<file path="src/sv/rne_pkg.sv">
`timescale 1ns / 1ps
// Shared types, letter codes and digit pattern tables for the Roman numeral encoder.
package rne_pkg;

  typedef logic [3:0] digit_t;

  // One classified request: special flags plus the three decimal digits.
  typedef struct packed {
    logic   err;
    logic   thou;
    digit_t hund;
    digit_t tens;
    digit_t ones;
  } item_t;

  // Decimal position within the number.
  typedef logic [1:0] pos_t;
  localparam pos_t POS_HUND = 2'd0;
  localparam pos_t POS_TENS = 2'd1;
  localparam pos_t POS_ONES = 2'd2;

  // Symbol within one position: unit, five or ten letter.
  typedef logic [1:0] sym_t;
  localparam sym_t SYM_UNIT = 2'd0;
  localparam sym_t SYM_FIVE = 2'd1;
  localparam sym_t SYM_TEN  = 2'd2;

  typedef logic [6:0] ascii_t;
  localparam ascii_t CH_NONE = 7'h00;
  localparam ascii_t CH_I    = 7'h49;
  localparam ascii_t CH_V    = 7'h56;
  localparam ascii_t CH_X    = 7'h58;
  localparam ascii_t CH_L    = 7'h4C;
  localparam ascii_t CH_C    = 7'h43;
  localparam ascii_t CH_D    = 7'h44;
  localparam ascii_t CH_M    = 7'h4D;

  localparam logic [9:0] MAX_VALUE = 10'd1000;

  // Number of letters a digit expands to.
  function automatic logic [2:0] digit_len(digit_t d);
    logic [2:0] n;
    case (d)
      4'd1, 4'd5:               n = 3'd1;
      4'd2, 4'd4, 4'd6, 4'd9:   n = 3'd2;
      4'd3, 4'd7:               n = 3'd3;
      4'd8:                     n = 3'd4;
      default:                  n = 3'd0;
    endcase
    return n;
  endfunction

  // Symbol at letter slot i of a digit's pattern.
  function automatic sym_t digit_sym(digit_t d, logic [1:0] i);
    sym_t s;
    case (d)
      4'd4:                     s = (i == 2'd0) ? SYM_UNIT : SYM_FIVE;
      4'd5, 4'd6, 4'd7, 4'd8:   s = (i == 2'd0) ? SYM_FIVE : SYM_UNIT;
      4'd9:                     s = (i == 2'd0) ? SYM_UNIT : SYM_TEN;
      default:                  s = SYM_UNIT;
    endcase
    return s;
  endfunction

  // Letter for a symbol at a position.
  function automatic ascii_t place_letter(pos_t p, sym_t s);
    ascii_t c;
    case (p)
      POS_HUND: c = (s == SYM_UNIT) ? CH_C : (s == SYM_FIVE) ? CH_D : CH_M;
      POS_TENS: c = (s == SYM_UNIT) ? CH_X : (s == SYM_FIVE) ? CH_L : CH_C;
      default:  c = (s == SYM_UNIT) ? CH_I : (s == SYM_FIVE) ? CH_V : CH_X;
    endcase
    return c;
  endfunction

endpackage

</file>
<file path="src/sv/rne_front.sv">
`timescale 1ns / 1ps
// Front end: accepts values, flags special cases and splits them into decimal digits.
module rne_front (
  input  logic          clk,
  input  logic          rst,
  input  logic [9:0]    value,
  input  logic          push,
  output logic          full,
  output rne_pkg::item_t item,
  output logic          item_valid,
  input  logic          item_ready
);
  import rne_pkg::*;

  logic       s1_valid;
  logic       s1_err;
  logic       s1_thou;
  digit_t     s1_hund;
  logic [6:0] s1_rem;
  logic       s2_valid;
  item_t      s2_item;

  logic       s1_load;
  logic       s2_load;
  logic       accept;
  digit_t     hund;
  logic [9:0] hbase;
  digit_t     tens;
  logic [6:0] tbase;

  assign s2_load = !s2_valid || item_ready;
  assign s1_load = !s1_valid || s2_load;
  assign full    = !s1_load;
  assign accept  = push && s1_load;

  // Hundreds digit by parallel threshold compares.
  always_comb begin
    hund  = '0;
    hbase = '0;
    for (int k = 1; k < 10; k++) begin
      if (value >= 10'(k * 100)) begin
        hund  = 4'(k);
        hbase = 10'(k * 100);
      end
    end
  end

  // Tens digit of the remainder, same scheme.
  always_comb begin
    tens  = '0;
    tbase = '0;
    for (int k = 1; k < 10; k++) begin
      if (s1_rem >= 7'(k * 10)) begin
        tens  = 4'(k);
        tbase = 7'(k * 10);
      end
    end
  end

  always_ff @(posedge clk) begin
    if (rst) begin
      s1_valid <= 1'b0;
      s2_valid <= 1'b0;
    end else begin
      if (s1_load) begin
        s1_valid <= push;
      end
      if (s2_load) begin
        s2_valid <= s1_valid;
      end
    end
  end

  always_ff @(posedge clk) begin
    if (accept) begin
      s1_err  <= (value == '0) || (value > MAX_VALUE);
      s1_thou <= (value == MAX_VALUE);
      s1_hund <= hund;
      s1_rem  <= 7'(value - hbase);
    end
    if (s2_load && s1_valid) begin
      s2_item.err  <= s1_err;
      s2_item.thou <= s1_thou;
      s2_item.hund <= s1_hund;
      s2_item.tens <= tens;
      s2_item.ones <= 4'(s1_rem - tbase);
    end
  end

  assign item       = s2_item;
  assign item_valid = s2_valid;

endmodule

</file>
<file path="src/sv/rne_fifo.sv">
`timescale 1ns / 1ps
// Short queue of classified requests between front end and letter sequencer.
module rne_fifo #(
  parameter int DEPTH = 2
) (
  input  logic           clk,
  input  logic           rst,
  input  rne_pkg::item_t wr_item,
  input  logic           wr_valid,
  output logic           wr_ready,
  output rne_pkg::item_t rd_item,
  output logic           rd_valid,
  input  logic           rd_ready
);
  import rne_pkg::*;

  localparam int AW = (DEPTH > 1) ? $clog2(DEPTH) : 1;
  localparam int CW = $clog2(DEPTH + 1);

  item_t         mem [DEPTH];
  logic [AW-1:0] wr_ptr;
  logic [AW-1:0] rd_ptr;
  logic [CW-1:0] count;
  logic          do_wr;
  logic          do_rd;

  assign wr_ready = (count != CW'(DEPTH));
  assign rd_valid = (count != '0);
  assign do_wr    = wr_valid && wr_ready;
  assign do_rd    = rd_valid && rd_ready;
  assign rd_item  = mem[rd_ptr];

  always_ff @(posedge clk) begin
    if (rst) begin
      wr_ptr <= '0;
      rd_ptr <= '0;
      count  <= '0;
    end else begin
      if (do_wr) begin
        wr_ptr <= (wr_ptr == AW'(DEPTH - 1)) ? '0 : wr_ptr + 1'b1;
      end
      if (do_rd) begin
        rd_ptr <= (rd_ptr == AW'(DEPTH - 1)) ? '0 : rd_ptr + 1'b1;
      end
      if (do_wr && !do_rd) begin
        count <= count + 1'b1;
      end else if (do_rd && !do_wr) begin
        count <= count - 1'b1;
      end
    end
  end

  always_ff @(posedge clk) begin
    if (do_wr) begin
      mem[wr_ptr] <= wr_item;
    end
  end

endmodule

</file>
<file path="src/sv/rne_back.sv">
`timescale 1ns / 1ps
// Letter sequencer: walks a request's digits, one letter per cycle unless stalled.
module rne_back (
  input  logic           clk,
  input  logic           rst,
  input  rne_pkg::item_t item,
  input  logic           item_valid,
  output logic           item_ready,
  output logic [6:0]     letter,
  output logic           last,
  output logic           range_error,
  output logic           empty,
  input  logic           pop
);
  import rne_pkg::*;

  logic       active;
  item_t      cur;
  pos_t       pos;
  logic [1:0] idx;
  logic       out_valid;
  ascii_t     out_letter;
  logic       out_last;
  logic       out_err;

  digit_t     dsel;
  logic [2:0] dlen;
  logic       more_here;
  logic       has_later;
  pos_t       next_pos;
  logic       cur_last;
  ascii_t     cur_letter;
  logic       emit;
  logic       load;
  pos_t       first_pos;

  always_comb begin
    case (pos)
      POS_HUND: begin
        dsel      = cur.hund;
        has_later = (cur.tens != '0) || (cur.ones != '0);
        next_pos  = (cur.tens != '0) ? POS_TENS : POS_ONES;
      end
      POS_TENS: begin
        dsel      = cur.tens;
        has_later = (cur.ones != '0);
        next_pos  = POS_ONES;
      end
      default: begin
        dsel      = cur.ones;
        has_later = 1'b0;
        next_pos  = POS_ONES;
      end
    endcase
  end

  assign dlen      = digit_len(dsel);
  assign more_here = ({1'b0, idx} + 3'd1) < dlen;
  assign cur_last  = cur.err || cur.thou || (!more_here && !has_later);

  always_comb begin
    if (cur.err) begin
      cur_letter = CH_NONE;
    end else if (cur.thou) begin
      cur_letter = CH_M;
    end else begin
      cur_letter = place_letter(pos, digit_sym(dsel, idx));
    end
  end

  assign emit       = active && (!out_valid || pop);
  assign item_ready = !active || (emit && cur_last);
  assign load       = item_valid && item_ready;
  assign first_pos  = (item.hund != '0) ? POS_HUND :
                      (item.tens != '0) ? POS_TENS : POS_ONES;

  always_ff @(posedge clk) begin
    if (rst) begin
      active    <= 1'b0;
      out_valid <= 1'b0;
    end else begin
      if (load) begin
        active <= 1'b1;
      end else if (emit && cur_last) begin
        active <= 1'b0;
      end
      if (emit) begin
        out_valid <= 1'b1;
      end else if (pop) begin
        out_valid <= 1'b0;
      end
    end
  end

  always_ff @(posedge clk) begin
    if (load) begin
      cur <= item;
      pos <= first_pos;
      idx <= '0;
    end else if (emit) begin
      if (more_here) begin
        idx <= idx + 1'b1;
      end else begin
        pos <= next_pos;
        idx <= '0;
      end
    end
    if (emit) begin
      out_letter <= cur_letter;
      out_last   <= cur_last;
      out_err    <= cur.err;
    end
  end

  assign letter      = out_letter;
  assign last        = out_last;
  assign range_error = out_err;
  assign empty       = !out_valid;

  // An error result stands alone and carries no letter.
  assert property (@(posedge clk) disable iff (rst)
    out_valid && out_err |-> out_last && (out_letter == CH_NONE))
    else $error("error result not single or carries a letter");

  // While walking a normal number, the position points at a nonzero digit.
  assert property (@(posedge clk) disable iff (rst)
    active && !cur.err && !cur.thou |-> (dsel != '0) && ({1'b0, idx} < dlen))
    else $error("sequencer points outside the digit pattern");

  // A new request is only taken once the previous one has delivered its last letter.
  assert property (@(posedge clk) disable iff (rst)
    load && active |-> emit && cur_last)
    else $error("request loaded over an unfinished one");

  // A letter written while the port held an untaken result means it was lost.
  assert property (@(posedge clk) disable iff (rst)
    out_valid && !pop |=> $stable(out_letter) && $stable(out_last))
    else $error("waiting result overwritten");

endmodule

</file>
<file path="src/sv/roman_numeral_encoder.sv">
`timescale 1ns / 1ps
// Top level of the Roman numeral encoder: front end, request queue, letter sequencer.
//
// Usage:
//   Input channel: drive value and raise push; a request is taken at a rising
//   edge with push high and full low. Valid values are 1 to 1000.
//   Result channel: while empty is low, letter/last/range_error hold the oldest
//   result; it is taken at a rising edge with pop high. One result per letter,
//   last marks the final letter of a numeral. Zero or values above 1000 give a
//   single result with range_error set, letter 0 and last set.
// Path: a request's first letter passes the two front stages, the queue, the
//   sequencer's request register and its output register to the result ports.
// Throughput: the sequencer emits one letter per cycle while pop keeps up, and
//   a numeral has 1 to 12 letters (888 is longest).
//   Requests follow each other with no gap; the front end keeps taking new
//   requests while the sequencer works, until the queue and front stages fill.
// Reset: rst is synchronous, active high; it drops all requests in flight and
//   leaves the result channel empty.
// Stalls: when pop stays low the result is held and the sequencer waits; the
//   queue then fills and full rises to back-pressure the sender.
module roman_numeral_encoder #(
  parameter int QUEUE_DEPTH = 2
) (
  input  logic       clk,
  input  logic       rst,
  input  logic [9:0] value,
  input  logic       push,
  output logic       full,
  output logic [6:0] letter,
  output logic       last,
  output logic       range_error,
  output logic       empty,
  input  logic       pop
);
  import rne_pkg::*;

  item_t front_item;
  logic  front_valid;
  logic  front_ready;
  item_t queue_item;
  logic  queue_valid;
  logic  queue_ready;

  // Classifies each request and splits it into digits.
  rne_front u_front (
    .clk        (clk),
    .rst        (rst),
    .value      (value),
    .push       (push),
    .full       (full),
    .item       (front_item),
    .item_valid (front_valid),
    .item_ready (front_ready)
  );

  // Decouples the front end from the letter rate of the sequencer.
  rne_fifo #(
    .DEPTH (QUEUE_DEPTH)
  ) u_queue (
    .clk      (clk),
    .rst      (rst),
    .wr_item  (front_item),
    .wr_valid (front_valid),
    .wr_ready (front_ready),
    .rd_item  (queue_item),
    .rd_valid (queue_valid),
    .rd_ready (queue_ready)
  );

  // Emits letters into the output register.
  rne_back u_back (
    .clk         (clk),
    .rst         (rst),
    .item        (queue_item),
    .item_valid  (queue_valid),
    .item_ready  (queue_ready),
    .letter      (letter),
    .last        (last),
    .range_error (range_error),
    .empty       (empty),
    .pop         (pop)
  );

endmodule

</file>
<file path="config.mk">
export PLATFORM = sky130hd
export DESIGN_NAME = roman_numeral_encoder
export DESIGN_NICKNAME = d
export VERILOG_FILES = /design/src/sv/rne_pkg.sv /design/src/sv/rne_front.sv /design/src/sv/rne_fifo.sv /design/src/sv/rne_back.sv /design/src/sv/roman_numeral_encoder.sv
export SDC_FILE = /design/constraint.sdc
export NUM_CORES = 1
export LEC_CHECK = 0
export ABC_CLOCK_PERIOD_IN_PS = 3900
export BUFFER_PORTS_ARGS = -buffer_cell sky130_fd_sc_hd__buf_2
export CELL_PAD_IN_SITES_DETAIL_PLACEMENT = 1
export CELL_PAD_IN_SITES_GLOBAL_PLACEMENT = 2
export CORE_AREA = 5 5 106 108
export CTS_BUF_LIST = sky130_fd_sc_hd__clkbuf_4
export DETAILED_ROUTE_END_ITERATION = 8
export DIE_AREA = 0 0 111 113
export PLACE_DENSITY = 0.85
export SLEW_MARGIN = 25
export SYNTH_ARGS = -nofsm -noshare
export SYNTH_HDL_FRONTEND = slang
export SYNTH_HIERARCHICAL = 1
export SYNTH_SLANG_ARGS = --single-unit
</file>
<file path="constraint.sdc">
create_clock -name clk -period 3.9 [get_ports clk]
set_input_delay 0 -clock clk [delete_from_list [all_inputs] [get_ports clk]]
set_output_delay 0 -clock clk [all_outputs]
set_load 0.02 [all_outputs]
</file>
==> Yosys cells after proc, flatten, opt, wreduce, memory -nomap -nowiden <==
Memories as Yosys holds them, arrays and structs flattened. A register that Yosys moved wholly into a read port is not among the register bits.
Cells that the tools add are included.
W data, S select, Z words.
{ "totals": {"ff_bits": 62, "ramBits": 28, "rom_bits": 48, "input_bits": 14, "output_inout_bits": 11, "memories": 2} }
{ "classes": {"add_sub_neg": 8, "order_cmp": 20, "n_eq_ne": 11, "muxes": 70, "n_reduce_logical": 44} }
{ "memory_table": {"columns": ["name", "depth", "word_bits", "rd", "rd_ports_with_merged_regs", "wr", "line_no", "source"], "rows": [
  ["(no name shown)", 16, 3, 1, 0, 0, "rne_pkg.sv:43", "case (d)"],
  ["u_queue.mem", 2, 14, 1, 1, 1, "rne_fifo.sv:20", "item_t mem [DEPTH];"]
]} }
{ "op_table": {"columns": ["op", "count"], "rows": [
  ["$mux W7", 13],
  ["$mux W4", 12],
  ["$ge A10 B10 Y1 const B", 4],
  ["$mux W2", 17],
  ["$ge A10 B9 Y1 const B", 3],
  ["$mux W3", 8],
  ["$ge A7 B6 Y1 const B", 3],
  ["$ge A7 B7 Y1 const B", 3],
  ["$eq A4 B3 Y1 const B", 4],
  ["$mux W1", 16],
  ["$reduce_bool A4 Y1", 4],
  ["$ge A7 B5 Y1 const B", 2],
  ["$pmux W7 S2", 1],
  ["$eq A10 B10 Y1 const B", 1],
  ["$ge A10 B7 Y1 const B", 1],
  ["$ge A10 B8 Y1 const B", 1],
  ["$gt A10 B10 Y1 const B", 1],
  ["$logic_not A10 Y1", 1],
  ["$reduce_bool A2 Y1", 5],
  ["$logic_and A1 B1 Y1", 9],
  ["$logic_not A1 Y1", 9],
  ["$eq A4 B4 Y1 const B", 2],
  ["$logic_or A1 B1 Y1", 8],
  ["$pmux W4 S2", 1],
  ["other kinds (16)", 24]
]} }

==> Logic depth before layout (Yosys ltp) <==
An unclocked memory read counts as a cell.
{ "logic_depth": {"depth_word": 13, "ltp_mapped": 16, "ltp_nobuf": 15} }

==> Hierarchy <==
The synthesis kept the hierarchy.
{ "by_module_without_submodules": {"columns": ["module", "n_inst", "cells_per_inst", "area_per_inst_um2", "seq_area_each_um2"], "rows": [
  ["rne_front", 1, 169, 1739.2, 850.8],
  ["rne_back", 1, 125, 1416.4, 800.8],
  ["rne_fifo", 1, 67, 1226.2, 940.9]
]} }

==> Least setup slack after synthesis <==
No wires, ideal clock.
{ "synth_timing": {"path_type": "reg2reg", "from": "reg u_back.pos[0]", "to": "reg u_queue.count[1]", "t_arrival_ps": 3209, "setup_slack_ps": 621, "path_stages_with_launch": 15, "path_buffers": 1, "period_less_slack_ps": 3279, "path_cell_list": "edfxtp_1 > buf_6 > mux2i_2 > a21oi_2 > o21ai_0 > a32oi_1 > ha_1 > o21a_1 > o21ai_0 > o21ai_0 > a21bo_2 > o21ai_0 > ha_1 > or3_1 > a21oi_1"} }
{ "synth_between": {"elab_chain_len": 13, "elab_cells_between_ends": 18, "cone_classes": "order compare: 1; eq/ne: 1; mux: 3; reduce/logical: 12; memory: 1"} }
{ "synth_rtl": {"columns": ["element", "line_no", "source"], "rows": [
  ["from (decl)", "rne_back.sv:19", "pos_t pos;"],
  ["from (signal assigned)", "rne_back.sv:98", "pos <= first_pos;"],
  ["from (signal assigned)", "rne_back.sv:104", "pos <= next_pos;"],
  ["$eq A2 B1 Y1 / $logic_not A2 Y1 (equally long branches)", "rne_back.sv:38", "case (pos)"],
  ["$pmux W4 S2", "rne_back.sv:38", null],
  ["$mem_v2 Z16 W3", null, null],
  ["$lt A3 B3 Y1", "rne_back.sv:58", "assign more_here = ({1'b0, idx} + 3'd1) < dlen;"],
  ["$logic_not A1 Y1", "rne_back.sv:59", "assign cur_last = cur.err || cur.thou || (!more_here && !has_later);"],
  ["$logic_and A1 B1 Y1 *", "rne_back.sv:59", null],
  ["$logic_or A1 B1 Y1 *", "rne_back.sv:59", null],
  ["named net u_back.cur_last", "rne_back.sv:31", "logic cur_last;"],
  ["$logic_and A1 B1 Y1 *", "rne_back.sv:72", "assign item_ready = !active || (emit && cur_last);"],
  ["$logic_or A1 B1 Y1 *", "rne_back.sv:72", null],
  ["named net queue_ready", "roman_numeral_encoder.sv:42", "logic queue_ready;"],
  ["$logic_and A1 B1 Y1 *", "rne_fifo.sv:30", "assign do_rd = rd_valid && rd_ready;"],
  ["$logic_not A1 Y1", "rne_fifo.sv:45", "if (do_wr && !do_rd) begin"],
  ["$logic_and A1 B1 Y1", "rne_fifo.sv:45", null],
  ["$mux W2 / $reduce_bool A2 Y1 (equally long branches)", null, null],
  ["to (signal assigned)", "rne_fifo.sv:46", "count <= count + 1'b1;"],
  ["to (signal assigned)", "rne_fifo.sv:48", "count <= count - 1'b1;"],
  ["to (decl)", "rne_fifo.sv:23", "logic [CW-1:0] count;"]
]} }
The timed path passes the listed nets; every way through them passes the cells marked *.
A chain may end at the register's enable or synchronous reset.

==> Worst setup path after layout <==
{ "layout_timing": {"from": "reg u_back.pos[1]", "to": "reg u_queue.count[1]"} }
Same word-level chain as after synthesis.

==> metrics.sh <==
SYNTHMUXAREASHARE=0.05511
TRITONCTS='built'
TIME_THE_FINAL_WORST_PATH_NEEDS_WITH_I_O_DELAYS_AND_SETUP_NS=3.557
TOTAL_COUNT_OF_HOLD_CHECK_FAILURES_IN_THE_FINAL_REPORT=0
FINAL_CELLS=531
IOS=25
FINALSETUPVIOLATIONS=0
YS.WARNINGS.COUNT=6
TIMING.CRITICAL_PATH.SLOWEST_STAGE_CELL='edfxtp_1'
YOSYS.AREA_SHARE.SIMPLE=0.1254
CTS_INSERTED_BUFFERS=9
SHARE_SEQ_OF_TOTAL_POWER=0.484
WIRE_LENGTH_OF_THE_FIRST_GLOBAL_ROUTING_PASS_MM=13.96
GRT-OVFL-TOTAL=0
LAYOUT-DRIVE-GT1-SHARE=0.1823
GRT_USAGE=0.1378
WORST_IR_DROP_VDD_mV=0.2326
CTS.CLK_SLEW.WORST_PATHS_NS=0.13
INITIAL_UTIL=0.4322
STATUS='completed'
SYNTH_AREA_PER_CELL_UM2=12.14
DRV_CAP=0
SYNTH_SEQUENTIAL_AREA_RATIO=0.5917
WORSTSETUPSTARTPOINT='u_back/pos[1]$_DFFE_PP_'
CRITICAL-PATH-TOP-DELAY-FAMILY='compound AO/OA/AOI/OAI gates'
HIGHEST_CLOCK_FREQUENCY_THE_DESIGN_CAN_MEET_MHz=281.2
CRITICAL_PATH_CELL_BY_CELL='buf_4, nor2b_1, a21oi_2, o21ai_0, a32oi_1, ha_1, o21a_1, o21ai_0, o21ai_0, a21bo_2, o21ai_0, ha_1, or3_1, a21oi_1'
CRITPATHMOSTFREQUENTCELL='o21ai_0'
POST-ROUTE-UTIL=0.4748
SYNTH_XOR_XNOR_AREA_SHARE=0.02399
HPWL_MM=6.078
GP_ROUTABILITY_CONGESTION=0.8029
POST-ROUTE-WORST-SETUP-SLACK_NS=0.3434
PLACE.DETAILED.INSTANCES=506
TIMING_WORST_SETUP_PATH_TYPE='register to register'
CLK_ROOT_BUFFER_CELL='clkbuf_4'
CTS_MAX_PATH_BUFFERS=2
GRT_ANTENNA_BEFORE_REPAIR=0
SYNTH_NETS=387
HIGHEST-SIGNAL-LAYER='met4'
CRITPATHREQUIREDTIME_NS=4.26
CTS_HTREE_LEVELS=3
POWER.DENSITY_mW_PER_MM2=648.1
NETSWITCHINGPOWER_mW=1.110
LARGEST_FAMILY_OF_LOGIC_CELLS_BY_SYNTHESIZED_AREA='simple AND/OR/NAND/NOR gates'
SYNTHTOLAYOUTAREAGROWTH_PCT=9.852
LAYOUT_WORST_PATH_CYCLE_SHARE=0.9120
DIE_Y_UM=113
DETAIL-ROUTE-ANTENNA-NETS=0
GRT_PASS1_VIAS=2874
DOMINANTREGCELLSYNTH='edfxtp_1'
FP.COREAREA_MM2=0.01014
WORST_PATH_MAX_STAGE_DELAY_NS=0.52
ASYNCSETRESETFLOPFRACSYNTH=0
CP_NUM_BUF_INV=1
SYNTHADDERAREAFRAC=0.03769
NETSWITCHINGFRACTION=0.3558
SYNTH.FF_LATCH_COUNT=90
MAXSLEWVIOLCOUNT=0
WORST_CLOCK_SKEW_NS=0.01636
WORST-PATH-MAX-FANOUT=7
SHARE_COMB_OF_TOTAL_POWER=0.363
REPORT.POWER.TOTAL_mW=3.119
PLACE_WORST_SETUP_SLACK_NS=0.2531
POST_SYNTH_INST_COUNT=361
NNETSFINAL=416
MAX_SLEW.WORST_PIN.SLEW_NS=0.6913
FINAL.HOLD.WORST_SLACK_NS=0.03657
START_KIND='register'
UNREPAIRED_SETUP_ENDPOINTS_AFTER_GLOBAL_ROUTING='no'
YS_TYPES=60
PART_OF_THE_POWER_IN_THE_CLOCK_NETWORK=0.154
CLOCK_NETWORK_LATENCY_TO_THE_LATER_PIN_OF_THE_WORST_SKEW_PAIR_NS=0.42
VIAS=2780
MET2WIRELENGTH_MM=4.452
POWER_LEAKAGE_nW=1.752
PLACED_AREA_MM2=0.004598
TNS_NS=0
CELLINTERNALPOWER_mW=2.010
WL_MET3_UM=219
FLOORPLAN.ROWS=37
CRITICAL_PATH.ENDPOINT_TYPE='register'
FP.DIEW_UM=111
DRT_PASS1_ITERATIONS=4
INITIALDRTVIOLATIONCOUNT=115
SLEW-LIMIT-HEADROOM=0.5371
WL_MM=8.133
ANTENNA-DIODE-COUNT=0
CTS.SINK_COUNT=90
NUM-FILL-CELLS=1080
ROUTE.DETAILED.VIAS_PER_INST=5.235
TIMING.HOLD.WORST.CLASS='input pin to register'
POST_ROUTE_DRC=0
CRITICAL_PATH.REG2REG.STARTPOINT='u_back/pos[1]$_DFFE_PP_'
DETAIL_ROUTE.WL_PER_CELL_UM=15.32
BUFFERS_ADDED_ON_PORTS=23
CP_DATA_ARRIVAL_TIME_NS=3.91
DIE-AREA_MM2=0.01254
SYNTH-EDFF-COUNT=79
WL_MET1_MM=3.329
SYNTH.CELL_AREA_MM2=0.004382
LAYOUT.CELL_AREA.NON_FILLER_MM2=0.004813
GRT_MAX_DEGREE=19
WORST_MIN_DELAY_PATH_STARTPOINT='value[4]'
SYNTH_AREA_IN_COMPOUND_GATES=0.1225
kinds of logic after synthesis:
logic type | count (synthesis)
and+or+nand+nor | 111
DFF | 90
AOI/OAI and AO/OA | 74
buffers and inverters | 39
muxes | 22
adders and majority gates | 12
xor gates and xnor gates | 12
other | 1
area by class of cell:
class	instances	area [um2]	area share
flip-flops and latches	90	2592	0.5386
repair buffers	35	220.2	0.04575
clock buffers	11	82.58	0.01716
inverters	22	82.58	0.01716
multi-input cells	232	1618	0.3361
well taps	136	170.2	0.03535
clock inverters	5	47.55	0.009878
cell usage in the layout (no fill, tap or decap), drive strengths merged, types with 5 or more instances in the layout:
cell and n:
xor2 6, nand2 23, buf 29, dfxtp 11
edfxtp 79, inv 22, mux2i 8, o21ai 21
nand3 7, nor4 7, ha 10, nor2b 8
o21a 5, xnor2 6, clkbuf 11, nand2b 7
a21oi 14, mux2 14, a21o 5, dlygate4sd3 6
nor3 7, nor2 34
layer usage:
metal  GRT usage  vias up
met5           0        -
met4     0.05172        0
met3     0.03904       10
met2      0.2504       37
met1      0.1536     1344
li1            -     1389
power groups by stage:
stage / clock network [mW] / logic (mW) / registers [mW]
floorplan: 0 / 0.840 / 1.46
global placement: 0 / 1.05 / 1.54
detailed placement: 0 / 1.09 / 1.55
CTS: 0.503 / 1.11 / 1.53
global route: 0.551 / 1.27 / 1.54
finish: 0.479 / 1.13 / 1.51
repair_timing:
item	in CTS	in global routing
buffers inserted	0	3
endpoints found under the hold margin	11	0
setup endpoints to repair	0	1
hold buffers	6	0
resized for setup	0	0
state kept, by name (all words and copies together), names as in the netlist, named ones only:
register            cells
u_queue/mem            28
u_back/cur             14
u_front/item           14
u_front/s1_rem          7
u_back/letter           6
u_front/s1_hund         4
u_back/idx              2
u_back/pos              2
u_queue/count           2
u_back/active           1
u_back/last             1
u_back/out_valid        1
u_back/range_error      1
u_front/item_valid      1
u_front/s1_err          1
u_front/s1_thou         1
u_front/s1_valid        1
u_queue/rd_ptr          1
u_queue/wr_ptr          1
path summary, 6_finish.rpt:
path	end	slack (ns)	cells past startpoint
worst max-delay path	u_queue/count[1]$_SDFFE_PP0P_	0.34	14
worst min register to register	u_front/item[13]$_DFFE_PP_	0.43	0
worst min-delay path	u_front/s1_thou$_DFFE_PP_	0.04	2
worst max register to register	u_queue/count[1]$_SDFFE_PP0P_	0.34	14
cell usage after synthesis, types with 2 or more instances:
cell / instances / area share
edfxtp_1: 79 / 0.54
nor2_1: 34 / 0.029
nand2_1: 23 / 0.020
inv_1: 22 / 0.019
o21ai_0: 19 / 0.022
mux2_2: 14 / 0.036
a21oi_1: 13 / 0.015
buf_2: 11 / 0.013
dfxtp_1: 11 / 0.050
ha_1: 10 / 0.029
nor2b_1: 8 / 0.011
mux2i_1: 7 / 0.016
nand2b_1: 7 / 0.010
nand3_1: 7 / 0.0080
nor3_1: 7 / 0.0080
nor4_1: 7 / 0.010
xnor2_1: 6 / 0.012
xor2_1: 6 / 0.012
a21o_1: 5 / 0.0086
o21a_1: 5 / 0.0086
a211oi_1: 3 / 0.0051
buf_6: 3 / 0.0077
nand3b_1: 3 / 0.0051
or3_1: 3 / 0.0043
or4_1: 3 / 0.0051
a21bo_2: 2 / 0.0046
a311oi_1: 2 / 0.0040
a31oi_1: 2 / 0.0029
and2_1: 2 / 0.0029
and3_1: 2 / 0.0029
fa_1: 2 / 0.0091
nand4_1: 2 / 0.0029
o211ai_1: 2 / 0.0034
o21ai_1: 2 / 0.0023
o31ai_1: 2 / 0.0034
Power figures use the tool's default switching activity.
